`config.mk`:
```
export PLATFORM = sky130hd
export DESIGN_NAME = debounced_multi_click_mode_switch_top_flat
export DESIGN_NICKNAME = d
export VERILOG_FILES = /design/src/hw/rtl/dmcs_pkg.sv /design/src/hw/rtl/dmcs_in_if.sv /design/src/hw/rtl/dmcs_out_if.sv /design/src/hw/rtl/dmcs_cfg_if.sv /design/src/hw/rtl/debounced_multi_click_mode_switch_top.sv /design/src/flat_wrapper.sv
export SDC_FILE = /design/constraint.sdc
export NUM_CORES = 1
export LEC_CHECK = 0
export ABC_CLOCK_PERIOD_IN_PS = 5700
export BUFFER_PORTS_ARGS = -buffer_cell sky130_fd_sc_hd__clkbuf_2
export CORE_ASPECT_RATIO = 0.6
export CORE_MARGIN = 5
export CORE_UTILIZATION = 60
export CTS_BUF_LIST = sky130_fd_sc_hd__clkbuf_8
export DETAILED_ROUTE_END_ITERATION = 8
export GPL_ROUTABILITY_DRIVEN = 1
export PLACE_DENSITY = 0.83
export REMOVE_ABC_BUFFERS = 1
export SKIP_CTS_REPAIR_TIMING = 1
export SYNTH_ARGS = -nofsm -noshare
export SYNTH_HDL_FRONTEND = slang
export SYNTH_SLANG_ARGS = --single-unit
```
`constraint.sdc`:
```
create_clock -name clk_i -period 5.7 [get_ports clk_i]
set_input_delay 0.855 -clock clk_i [delete_from_list [all_inputs] [get_ports clk_i]]
set_output_delay 0.855 -clock clk_i [all_outputs]
set_load 0.005 [all_outputs]
```
`src/hw/rtl/dmcs_pkg.sv`:
```
// shared types, constants and helpers for the debounced multi-click mode switch
package dmcs_pkg;

  // field widths
  localparam int unsigned TimeW  = 32;
  localparam int unsigned MsW    = 16;
  localparam int unsigned ClickW = 4;
  localparam int unsigned NoteW  = 3;
  localparam int unsigned ModeW  = 2;
  localparam int unsigned CfgIdxW = 3;
  localparam int unsigned CfgDataW = 16;

  // click counter saturates here
  localparam logic [ClickW-1:0] MaxClicks = ClickW'(6);

  // reset values
  localparam logic [MsW-1:0]    DebounceRst  = MsW'(50);
  localparam logic [MsW-1:0]    PauseRst     = MsW'(1000);
  localparam logic [ClickW-1:0] ClicksOffRst  = ClickW'(2);
  localparam logic [ClickW-1:0] ClicksOnRst   = ClickW'(3);
  localparam logic [ClickW-1:0] ClicksAutoRst = ClickW'(4);
  localparam logic [ClickW-1:0] ClicksTempRst = ClickW'(5);
  // minus 1000 modulo 2^32
  localparam logic [TimeW-1:0]  TimeRst = 32'hFFFF_FC18;

  typedef enum logic [NoteW-1:0] {
    NOTE_NONE          = 3'd0,
    NOTE_ENTER_MENU    = 3'd1,
    NOTE_PRESS_KEY     = 3'd2,
    NOTE_RESTART_TIMER = 3'd3,
    NOTE_MODE          = 3'd4
  } note_e;

  typedef enum logic [ModeW-1:0] {
    MODE_OFF  = 2'd0,
    MODE_ON   = 2'd1,
    MODE_AUTO = 2'd2,
    MODE_TEMP = 2'd3
  } mode_e;

  typedef enum logic [CfgIdxW-1:0] {
    CFG_DEBOUNCE    = 3'd0,
    CFG_PAUSE       = 3'd1,
    CFG_CLICKS_OFF  = 3'd2,
    CFG_CLICKS_ON   = 3'd3,
    CFG_CLICKS_AUTO = 3'd4,
    CFG_CLICKS_TEMP = 3'd5
  } cfg_idx_e;

  // signed (now - then) below an unsigned limit
  function automatic logic elapsed_below(input logic [TimeW-1:0] now,
                                         input logic [TimeW-1:0] then_t,
                                         input logic [MsW-1:0]   limit);
    logic [TimeW-1:0] diff;
    diff = now - then_t;
    return diff[TimeW-1] || (diff < {{(TimeW-MsW){1'b0}}, limit});
  endfunction

endpackage

```
`src/hw/rtl/dmcs_in_if.sv`:
```
// input sample channel: timestamp, raw pin level, menu flag, partner level
interface dmcs_in_if
  import dmcs_pkg::*;
();
  logic             valid;
  logic             ready;
  logic [TimeW-1:0] now_ms;
  logic             raw_level;
  logic             menu_active;
  logic             partner_clean;

  modport source (output valid, now_ms, raw_level, menu_active, partner_clean, input ready);
  modport sink   (input valid, now_ms, raw_level, menu_active, partner_clean, output ready);
endinterface

```
`src/hw/rtl/dmcs_out_if.sv`:
```
// result channel: note, mode, clean level, idle flag
interface dmcs_out_if
  import dmcs_pkg::*;
();
  logic             valid;
  logic             ready;
  logic [NoteW-1:0] note;
  logic [ModeW-1:0] mode;
  logic             clean_out;
  logic             is_idle;

  modport source (output valid, note, mode, clean_out, is_idle, input ready);
  modport sink   (input valid, note, mode, clean_out, is_idle, output ready);
endinterface

```
`src/hw/rtl/dmcs_cfg_if.sv`:
```
// register write channel: index and data
interface dmcs_cfg_if
  import dmcs_pkg::*;
();
  logic                valid;
  logic                ready;
  logic [CfgIdxW-1:0]  index;
  logic [CfgDataW-1:0] data;

  modport source (output valid, index, data, input ready);
  modport sink   (input valid, index, data, output ready);
endinterface

```
`src/hw/rtl/debounced_multi_click_mode_switch_top.sv`:
```
// Debounced multi-click mode switch: takes one switch sample per beat and returns one
// result per beat. A sample is captured in an input register, the debounce / click
// state is updated from that register by a single pass of compare and subtract logic
// once the result side can accept it, and the result lands in an output register; a
// new sample is taken every cycle while the result side keeps up. The state loop (two
// 32-bit time subtractions, their range checks and the click select) is one pass of
// logic, which sets the rate at one sample per clock. Register writes take effect at
// once and are meant to arrive only while no sample is in flight.
module debounced_multi_click_mode_switch_top
  import dmcs_pkg::*;
(
  input  logic clk_i,
  input  logic rst_ni,
  dmcs_in_if.sink    in_i,
  dmcs_out_if.source out_o,
  dmcs_cfg_if.sink   cfg_i
);

  // configuration registers
  logic [MsW-1:0]    debounce_q, pause_q;
  logic [ClickW-1:0] clk_off_q, clk_on_q, clk_auto_q, clk_temp_q;

  assign cfg_i.ready = 1'b1;

  always_ff @(posedge clk_i or negedge rst_ni) begin
    if (!rst_ni) begin
      debounce_q <= DebounceRst;
      pause_q    <= PauseRst;
      clk_off_q  <= ClicksOffRst;
      clk_on_q   <= ClicksOnRst;
      clk_auto_q <= ClicksAutoRst;
      clk_temp_q <= ClicksTempRst;
    end else if (cfg_i.valid) begin
      case (cfg_idx_e'(cfg_i.index))
        CFG_DEBOUNCE:    debounce_q <= cfg_i.data;
        CFG_PAUSE:       pause_q    <= cfg_i.data;
        CFG_CLICKS_OFF:  clk_off_q  <= cfg_i.data[ClickW-1:0];
        CFG_CLICKS_ON:   clk_on_q   <= cfg_i.data[ClickW-1:0];
        CFG_CLICKS_AUTO: clk_auto_q <= cfg_i.data[ClickW-1:0];
        CFG_CLICKS_TEMP: clk_temp_q <= cfg_i.data[ClickW-1:0];
        default: ;
      endcase
    end
  end

  // pipeline handshake
  logic in_valid_q, out_valid_q;
  logic advance, fire;

  assign advance    = !out_valid_q || out_o.ready;
  assign fire       = in_valid_q && advance;
  assign in_i.ready = !in_valid_q || advance;

  // input register
  logic [TimeW-1:0] now_q;
  logic lvl_q, menu_q, partner_q;

  always_ff @(posedge clk_i or negedge rst_ni) begin
    if (!rst_ni) begin
      in_valid_q <= 1'b0;
    end else if (in_i.ready) begin
      in_valid_q <= in_i.valid;
    end
  end

  always_ff @(posedge clk_i) begin
    if (in_i.valid && in_i.ready) begin
      now_q     <= in_i.now_ms;
      lvl_q     <= in_i.raw_level;
      menu_q    <= in_i.menu_active;
      partner_q <= in_i.partner_clean;
    end
  end

  // switch state
  logic phys_q, phys_d, clean_q, clean_d, chatter_q, chatter_d, menu_seen_q, menu_seen_d;
  mode_e mode_q, mode_d;
  logic [ClickW-1:0] count_q, count_d;
  logic [TimeW-1:0]  chat_time_q, chat_time_d, tog_time_q, tog_time_d;
  note_e note_d;

  logic below_deb_tog, below_pause_tog, below_deb_chat;
  assign below_deb_tog   = elapsed_below(now_q, tog_time_q, debounce_q);
  assign below_pause_tog = elapsed_below(now_q, tog_time_q, pause_q);
  assign below_deb_chat  = elapsed_below(now_q, chat_time_q, debounce_q);

  // one pass of the debounce and click logic
  always_comb begin
    logic do_clean;
    logic sel_ok;
    mode_e sel;
    phys_d      = phys_q;
    clean_d     = clean_q;
    chatter_d   = chatter_q;
    menu_seen_d = menu_seen_q;
    mode_d      = mode_q;
    count_d     = count_q;
    chat_time_d = chat_time_q;
    tog_time_d  = tog_time_q;
    note_d      = NOTE_NONE;
    do_clean    = 1'b0;
    sel_ok      = 1'b1;
    sel         = MODE_OFF;

    if (phys_q == lvl_q) begin
      if (chatter_q) begin
        // chatter ends after a quiet window
        if (!below_deb_chat) begin
          chatter_d = 1'b0;
          if (clean_q != lvl_q) begin
            tog_time_d = chat_time_q;
            do_clean   = 1'b1;
          end
        end
      end else if (!lvl_q && !menu_q && !below_pause_tog && (count_q != '0)) begin
        // long pause: the click count picks a mode
        if (count_q == clk_off_q) begin
          sel = MODE_OFF;
        end else if (count_q == clk_on_q) begin
          sel = MODE_ON;
        end else if (count_q == clk_auto_q) begin
          sel = MODE_AUTO;
        end else if (count_q == clk_temp_q) begin
          sel = MODE_TEMP;
        end else begin
          sel_ok = 1'b0;
        end
        count_d = '0;
        if (sel_ok && (mode_q != sel)) begin
          mode_d = sel;
          note_d = NOTE_MODE;
        end
      end
    end else if (below_deb_tog) begin
      // toggle too close to the last one: chatter
      chatter_d   = 1'b1;
      chat_time_d = now_q;
      phys_d      = lvl_q;
    end else begin
      // clean toggle
      chatter_d  = 1'b0;
      tog_time_d = now_q;
      phys_d     = lvl_q;
      if (lvl_q && !below_pause_tog) begin
        count_d = '0;
      end
      do_clean = 1'b1;
    end

    // clean level change
    if (do_clean) begin
      clean_d = lvl_q;
      if (lvl_q) begin
        if (partner_q) begin
          note_d = NOTE_ENTER_MENU;
        end else if (menu_q) begin
          note_d = NOTE_PRESS_KEY;
        end else begin
          note_d = NOTE_RESTART_TIMER;
        end
      end else if (menu_seen_q || menu_q) begin
        count_d = '0;
      end else if (count_d < MaxClicks) begin
        count_d = count_d + ClickW'(1);
      end
      menu_seen_d = menu_q;
    end
  end

  always_ff @(posedge clk_i or negedge rst_ni) begin
    if (!rst_ni) begin
      phys_q      <= 1'b0;
      clean_q     <= 1'b0;
      chatter_q   <= 1'b0;
      menu_seen_q <= 1'b0;
      mode_q      <= MODE_AUTO;
      count_q     <= '0;
      chat_time_q <= TimeRst;
      tog_time_q  <= TimeRst;
    end else if (fire) begin
      phys_q      <= phys_d;
      clean_q     <= clean_d;
      chatter_q   <= chatter_d;
      menu_seen_q <= menu_seen_d;
      mode_q      <= mode_d;
      count_q     <= count_d;
      chat_time_q <= chat_time_d;
      tog_time_q  <= tog_time_d;
    end
  end

  // result register
  note_e note_q;
  mode_e res_mode_q;
  logic  res_clean_q, res_idle_q;

  always_ff @(posedge clk_i or negedge rst_ni) begin
    if (!rst_ni) begin
      out_valid_q <= 1'b0;
    end else if (advance) begin
      out_valid_q <= in_valid_q;
    end
  end

  always_ff @(posedge clk_i) begin
    if (fire) begin
      note_q      <= note_d;
      res_mode_q  <= mode_d;
      res_clean_q <= clean_d;
      res_idle_q  <= !(clean_d || phys_d || (count_d != '0));
    end
  end

  assign out_o.valid     = out_valid_q;
  assign out_o.note      = note_q;
  assign out_o.mode      = res_mode_q;
  assign out_o.clean_out = res_clean_q;
  assign out_o.is_idle   = res_idle_q;

endmodule

```
`src/flat_wrapper.sv`:
```
// flat-port wrapper written by rule: the top's interface ports become plain ports
module debounced_multi_click_mode_switch_top_flat import dmcs_pkg::*;
  (clk_i, rst_ni, in_i_valid, in_i_now_ms, in_i_raw_level, in_i_menu_active, in_i_partner_clean, in_i_ready, out_o_valid, out_o_note, out_o_mode, out_o_clean_out, out_o_is_idle, out_o_ready, cfg_i_valid, cfg_i_index, cfg_i_data, cfg_i_ready);
  dmcs_in_if in_i_i ();
  dmcs_out_if out_o_i ();
  dmcs_cfg_if cfg_i_i ();
  input  logic clk_i;
  input  logic rst_ni;
  input wire logic [$bits(in_i_i.valid)-1:0] in_i_valid;
  input wire logic [$bits(in_i_i.now_ms)-1:0] in_i_now_ms;
  input wire logic [$bits(in_i_i.raw_level)-1:0] in_i_raw_level;
  input wire logic [$bits(in_i_i.menu_active)-1:0] in_i_menu_active;
  input wire logic [$bits(in_i_i.partner_clean)-1:0] in_i_partner_clean;
  output wire logic [$bits(in_i_i.ready)-1:0] in_i_ready;
  output wire logic [$bits(out_o_i.valid)-1:0] out_o_valid;
  output wire logic [$bits(out_o_i.note)-1:0] out_o_note;
  output wire logic [$bits(out_o_i.mode)-1:0] out_o_mode;
  output wire logic [$bits(out_o_i.clean_out)-1:0] out_o_clean_out;
  output wire logic [$bits(out_o_i.is_idle)-1:0] out_o_is_idle;
  input wire logic [$bits(out_o_i.ready)-1:0] out_o_ready;
  input wire logic [$bits(cfg_i_i.valid)-1:0] cfg_i_valid;
  input wire logic [$bits(cfg_i_i.index)-1:0] cfg_i_index;
  input wire logic [$bits(cfg_i_i.data)-1:0] cfg_i_data;
  output wire logic [$bits(cfg_i_i.ready)-1:0] cfg_i_ready;
  assign in_i_i.valid = in_i_valid;
  assign in_i_i.now_ms = in_i_now_ms;
  assign in_i_i.raw_level = in_i_raw_level;
  assign in_i_i.menu_active = in_i_menu_active;
  assign in_i_i.partner_clean = in_i_partner_clean;
  assign in_i_ready = in_i_i.ready;
  assign out_o_valid = out_o_i.valid;
  assign out_o_note = out_o_i.note;
  assign out_o_mode = out_o_i.mode;
  assign out_o_clean_out = out_o_i.clean_out;
  assign out_o_is_idle = out_o_i.is_idle;
  assign out_o_i.ready = out_o_ready;
  assign cfg_i_i.valid = cfg_i_valid;
  assign cfg_i_i.index = cfg_i_index;
  assign cfg_i_i.data = cfg_i_data;
  assign cfg_i_ready = cfg_i_i.ready;
  debounced_multi_click_mode_switch_top u_core (.clk_i(clk_i), .rst_ni(rst_ni), .in_i(in_i_i), .out_o(out_o_i), .cfg_i(cfg_i_i));
endmodule
```
# Word level (Yosys, flattened, before mapping)
# Index checks and enable logic that the tools add are counted.
totals:
  inputBits: 59
  output_inout_bits: 10
  word_cells: 132
  ff_bits: 166
op_classes:
  add_sub_neg: 3
  mux: 51
  n_reduce_logical: 33
  eq_ne: 16
  n_bitwise: 1
  n_lt_le_gt_ge: 4
op_table:
  columns: ["op", "count"]
  rows:
  - ["two-way mux 32 bit", 5]
  - ["less-than comparator 32 x 16 -> 1 bit", 3]
  - ["subtractor 32 bit", 2]
  - ["two-way mux 4 bit", 9]
  - ["two-way mux 2 bit", 11]
  - ["two-way mux 3 bit", 7]
  - ["two-way mux 1 bit", 19]
  - ["== test 4 bit", 4]
  - ["AND reduction 2 bit", 7]
  - ["logical OR 1 bit", 8]
  - ["nonzero test 4 bit", 2]
  - ["logical AND 1 bit", 7]
  - ["== test 3 x 2 -> 1 bit, second input constant", 2]
  - ["== test 3 bit, second input constant", 2]
  - ["logical NOT 1 bit", 6]
  - ["inequality test 2 bit, second input constant", 3]
  - ["AND reduction 5 bit", 1]
  - ["adder 4 x 1 -> 4 bit, second input constant", 1]
  - ["less-than comparator 4 x 3 -> 1 bit, second input constant", 1]
  - ["== test 3 x 1 -> 1 bit, second input constant", 1]
  - ["logical NOT 3 bit", 1]
  - ["AND reduction 3 bit", 1]
  - ["inequality test 2 x 1 -> 1 bit, second input constant", 1]
  - ["inequality test 2 bit", 1]
  - ["other kinds (3)", 3]

# Longest topological paths before layout
depth:
  word_depth: 17
  ltp_mapped: 25

# Worst setup path before layout
# No wires, ideal clock.
synth_path:
  kind: "flip-flop to flip-flop"
  from: "register u_core.chat_time_q[10]"
  to: "register u_core.res_idle_q, in the netlist u_core.out_o.is_idle (data pin)"
  period_less_slack_ns: 4.358
  stages_incl_launch_ff: 21
  setup_slack_ns: 1.342
  path_buffers: 0
  required_ns: 5.510
  arrival_ns: 4.168
  setup_time_ns: 0.190
  path_cell_list: "dfstp_2 inv_1 ha_1 and4_1 a221o_1 or2_1 and2_1 o21ai_0 nand2b_1 xor2_1 ha_1 a21oi_1 o21ai_0 nor3_1 o311ai_1 nor4_2 nand4_2 a21boi_4 or4_1 nand3b_1 a2111oi_2"
synth_via:
  elab_chain_len: 10
synth_lines:
  columns: ["element", "line_no", "rtl"]
  rows:
  - ["start, declared", "debounced_multi_click_mode_switch_top.sv:79", "logic [TimeW-1:0] chat_time_q, chat_time_d, tog_time_q, tog_time_d;"]
  - ["start signal, assigned", "debounced_multi_click_mode_switch_top.sv:178", "chat_time_q <= TimeRst;"]
  - ["start signal, assigned", "debounced_multi_click_mode_switch_top.sv:187", "chat_time_q <= chat_time_d;"]
  - ["subtractor 32 bit *", "dmcs_pkg.sv:55", "diff = now - then_t;"]
  - ["less-than comparator 32 x 16 -> 1 bit", "dmcs_pkg.sv:56", "return diff[TimeW-1] || (diff < {{(TimeW-MsW){1'b0}}, limit});"]
  - ["logical OR 1 bit *", "dmcs_pkg.sv:56", null]
  - ["two-way mux 1 bit *", "debounced_multi_click_mode_switch_top.sv:108", "if (!below_deb_chat) begin"]
  - ["two-way mux 1 bit *", "debounced_multi_click_mode_switch_top.sv:106", "if (chatter_q) begin"]
  - ["two-way mux 1 bit *", "debounced_multi_click_mode_switch_top.sv:105", "if (phys_q == lvl_q) begin"]
  - ["two-way mux 4 bit or two-way mux 1 bit (tied branches)", "debounced_multi_click_mode_switch_top.sv:151", "if (do_clean) begin"]
  - ["nonzero test 4 bit or logical OR 1 bit (tied branches)", "debounced_multi_click_mode_switch_top.sv:210", "res_idle_q <= !(clean_d || phys_d || (count_d != '0));"]
  - ["logical OR 1 bit *", "debounced_multi_click_mode_switch_top.sv:210", null]
  - ["logical NOT 1 bit *", "debounced_multi_click_mode_switch_top.sv:210", null]
  - ["end signal, assigned", "debounced_multi_click_mode_switch_top.sv:210", null]
  - ["end, declared", "debounced_multi_click_mode_switch_top.sv:195", "logic res_clean_q, res_idle_q;"]
# Mark *: on every way between the ends. The rest lies on a longest branch, timed or not.
# A chain may end at the register's enable or synchronous reset.

# Worst setup path in the final report
layout_path:
  from: "register u_core.chat_time_q[4]"
  to: "register u_core.tog_time_q[31]"
layout_via:
  elab_chain_len: 5
layout_lines:
  columns: ["element", "line_no", "rtl"]
  rows:
  - ["subtractor 32 bit *", "dmcs_pkg.sv:55", null]
  - ["less-than comparator 32 x 16 -> 1 bit", "dmcs_pkg.sv:56", null]
  - ["logical OR 1 bit *", "dmcs_pkg.sv:56", null]
  - ["inequality test 2 bit (no source line) *", null, null]
  - ["AND reduction 5 bit (no source line) *", null, null]
  - ["end signal, assigned", "debounced_multi_click_mode_switch_top.sv:179", "tog_time_q <= TimeRst;"]
  - ["end signal, assigned", "debounced_multi_click_mode_switch_top.sv:188", "tog_time_q <= tog_time_d;"]
  - ["end, declared", "debounced_multi_click_mode_switch_top.sv:79", null]
# Marked as above.

==> impl_metrics.ini <==
[die]
fp.coreArea_mm2 = 0.0198
fp.dieH_um = 120
ios = 69
rows = 40
start_util_pct = 60.5
die_area_mm2 = 0.0230
chipWidth_um = 193

[clock_tree]
clock-sinks = 166
clock_latency_ps = 480
clk_path_buf_depth = 2
cts_buffers = 17
clk_pin_slew_worst_paths_ps = 100
cts_tree = yes
root_buffer = clkbuf_8
htreeDepth = 4

[logic_synthesis]
ys.flop_type = dfstp_2
synth_warnings = 0
ys_types = 89
synth_seq_area_share_pct = 37.0
synth_async_sr_flop_share_pct = 74.7
synth.most_common_cell = nand2_1
synthCells = 1292
synth_seq_cells = 166
yosysTopAreaCellShare_pct = 14.0
synth_area_mm2 = 0.0120
yosys-top-cells-area = dfstp_2 (14%), dfrtp_1 (13%), ha_1 (11%)
synthTopCellsByCount = nand2_1 (139), inv_1 (120), ha_1 (110), o21ai_0 (108), a21oi_1 (82)
yosys.area.top_type = dfstp_2
synth_edf_count = 42
avgSynthCellArea_um2 = 9.29

[placed_design]
place.gp.congestion = 0.973
dpl.cell_count = 1589
io_buffers = 67
dp.final_hpwl_mm = 23.5

[layout]
drive_gt1_share_pct = 17.6
final_nets = 1506
syn2layout_area_growth_pct = 7.30
layoutNonFillerInstCount = 1621
diodes = 0

[grt]
grt_pass1_wl_mm = 49.1
antenna_found_initial = 0
grt_usage_pct = 27.0
grt_pass1_vias = 9253
gr-total-overflow = 0
grt_max_degree = 68

[timing]
final_max_slew_viol_count = 0
max_freq_ghz = 0.194
rsz0062_at_grt = no
finalCritPeriodShare_pct = 90.6
skew_ps = 22.2
period_minus_slack_ps = 5160
hold_slack_ps = 461
worst_pin_slew_ps = 886
setup_violations = 0
setup_tns_ps = 0
maxSlewHeadroom_pct = 40.9
hold_viol_final = 0

[pwr]
p_per_area_mw_per_mm2 = 583
ir_drop_mv = 0.329
leakage_uw = 0.00565

[worst_setup_path]
crit_required_ps = 6100
rr_worst_depth = 22
start_kind = register
critPathKind = register to register
r2r-start = u_core.chat_time_q[4]$_DFFE_PN1P_
cp.arrival_ps = 5560
r2r_slack_ps = 540
worstPathMaxFanout = 30
rr_endpoint = u_core.tog_time_q[31]$_DFFE_PN1P_
cp-end-kind = register

[worst_hold_path]
hp-class = input pin to async pin

[routing]
postRouteAntennaNets = 0
wl_per_cell_um = 18.7
routed_wl_mm = 30.3
remaining_drc_errors = 0
vias = 9843
vias_per_cell = 6.07
first_pass_iters = 6
drtIter0Drc = 1252

[status]
status = finished clean

[run]
maxCapViolations = 0
-- stage by stage --
| stage | total power, uW | setup WS, ps | util, % | instance area (um^2) |
|---|---|---|---|---|
| floorplan | 5360 | 669 | - | 11700 |
| global placement | 6370 | 673 | 62.9 | 12500 |
| detailed placement | 6520 | 574 | 62.9 | 12500 |
| CTS | 7430 | 561 | 65.0 | 12900 |
| global route | 8150 | 176 | 65.0 | 12900 |
| finish | 7510 | 536 | 65.0 | 12900 |
-- worst max-delay path, cell delays in order, from the launching register on --
cell and delay (ps):
dfstp_2 540, inv_1 50, ha_1 360, a21o_1 210
a31oi_1 190, nand2_1 110, and2_1 180, o21a_1 170
nor2_1 150, o21bai_1 80, a21oi_1 170, xnor2_1 100
ha_1 300, nand4_1 120, o311a_1 360, o311ai_1 440
nor4_2 110, nand4_2 190, nand4_1 130, o21ai_2 260
and2_4 270, buf_12 240, mux2_1 350
-- worst max path at each step --
stage / startpoint / endpoint / slack [ps]
after global placement: u_core.chat_time_q[10]$_DFFE_PN1P_ / u_core.tog_time_q[31]$_DFFE_PN1P_ / 670
after CTS: u_core.chat_time_q[10]$_DFFE_PN1P_ / u_core.tog_time_q[31]$_DFFE_PN1P_ / 560
after global routing: u_core.now_q[1]$_DFFE_PP_ / u_core.out_o.is_idle$_DFFE_PP_ / 180
after floorplan: u_core.tog_time_q[4]$_DFFE_PN1P_ / u_core.chat_time_q[0]$_DFFE_PN0P_ / 670
final: u_core.chat_time_q[4]$_DFFE_PN1P_ / u_core.tog_time_q[31]$_DFFE_PN1P_ / 540
after detailed placement: u_core.chat_time_q[4]$_DFFE_PN1P_ / u_core.tog_time_q[31]$_DFFE_PN1P_ / 570
-- power breakdown --
group          internal [uW]  switching (uW)  leakage, uW
clock network            418             470     0.000212
registers               1720             198      0.00181
logic                   1840            2860      0.00364
-- sequential cells by signal, indices dropped and copies added, names as in the netlist, 3 cells and up --
register            cells
u_core.chat_time_q     32
u_core.tog_time_q      32
u_core.clk_auto_q       4
u_core.clk_on_q         4
u_core.pause_q         16
u_core.clk_off_q        4
u_core.clk_temp_q       4
u_core.debounce_q      16
u_core.now_q           32
u_core.out_o.note       3
u_core.count_q          4
-- layout by cell type (no fill, tap or decap), types with 14 or more instances in the layout --
master and count:
dfstp_2 64, ha_1 109, inv_1 120, clkbuf_8 19, nor3_1 22, o21ai_0 108
nor2_1 74, a21oi_1 82, edfxtp_1 42, a21o_1 29, dfrtp_1 60, nand2_1 139
xnor2_1 34, xor2_1 27, o211ai_1 14, nand4_1 27, mux2_2 26, clkbuf_2 66
mux2i_1 66
-- cell type report --
| class | instances | area, um^2 |
|---|---|---|
| fill | 1643 | 6940 |
| sequential | 166 | 4440 |
| timing repair buffer | 73 | 408 |
| clock buffer | 19 | 262 |
| inverter | 121 | 454 |
| multi-input combinational | 956 | 6820 |
| clock inverter | 13 | 143 |
| tap | 273 | 342 |
-- routing by layer --
layer | GRT usage (%) | up-vias | wire (um) | part of all wire (%)
li1 | - | 4698 | - | -
met1 | 44.5 | 4711 | 15600 | 52
met2 | 34.7 | 404 | 11600 | 38
met3 | 7.41 | 30 | 2750 | 9.1
met4 | 5.21 | 0 | 309 | 1.0
met5 | 0 | - | 0 | 0
-- cell families (layout without fill, tap and decap cells) --
group,count (synthesis),in the layout,share of synthesized area (%)
AOI/OAI and AO/OA,346,346,18.7
xor gates and xnor gates,61,61,4.45
muxes,95,95,8.23
other,1,1,0.0313
DFF,166,166,37.0
and+or+nand+nor,341,341,13.5
adders and majority gates,112,112,11.8
buffers and inverters,170,226,6.27
(Power assumes the default switching activity.)
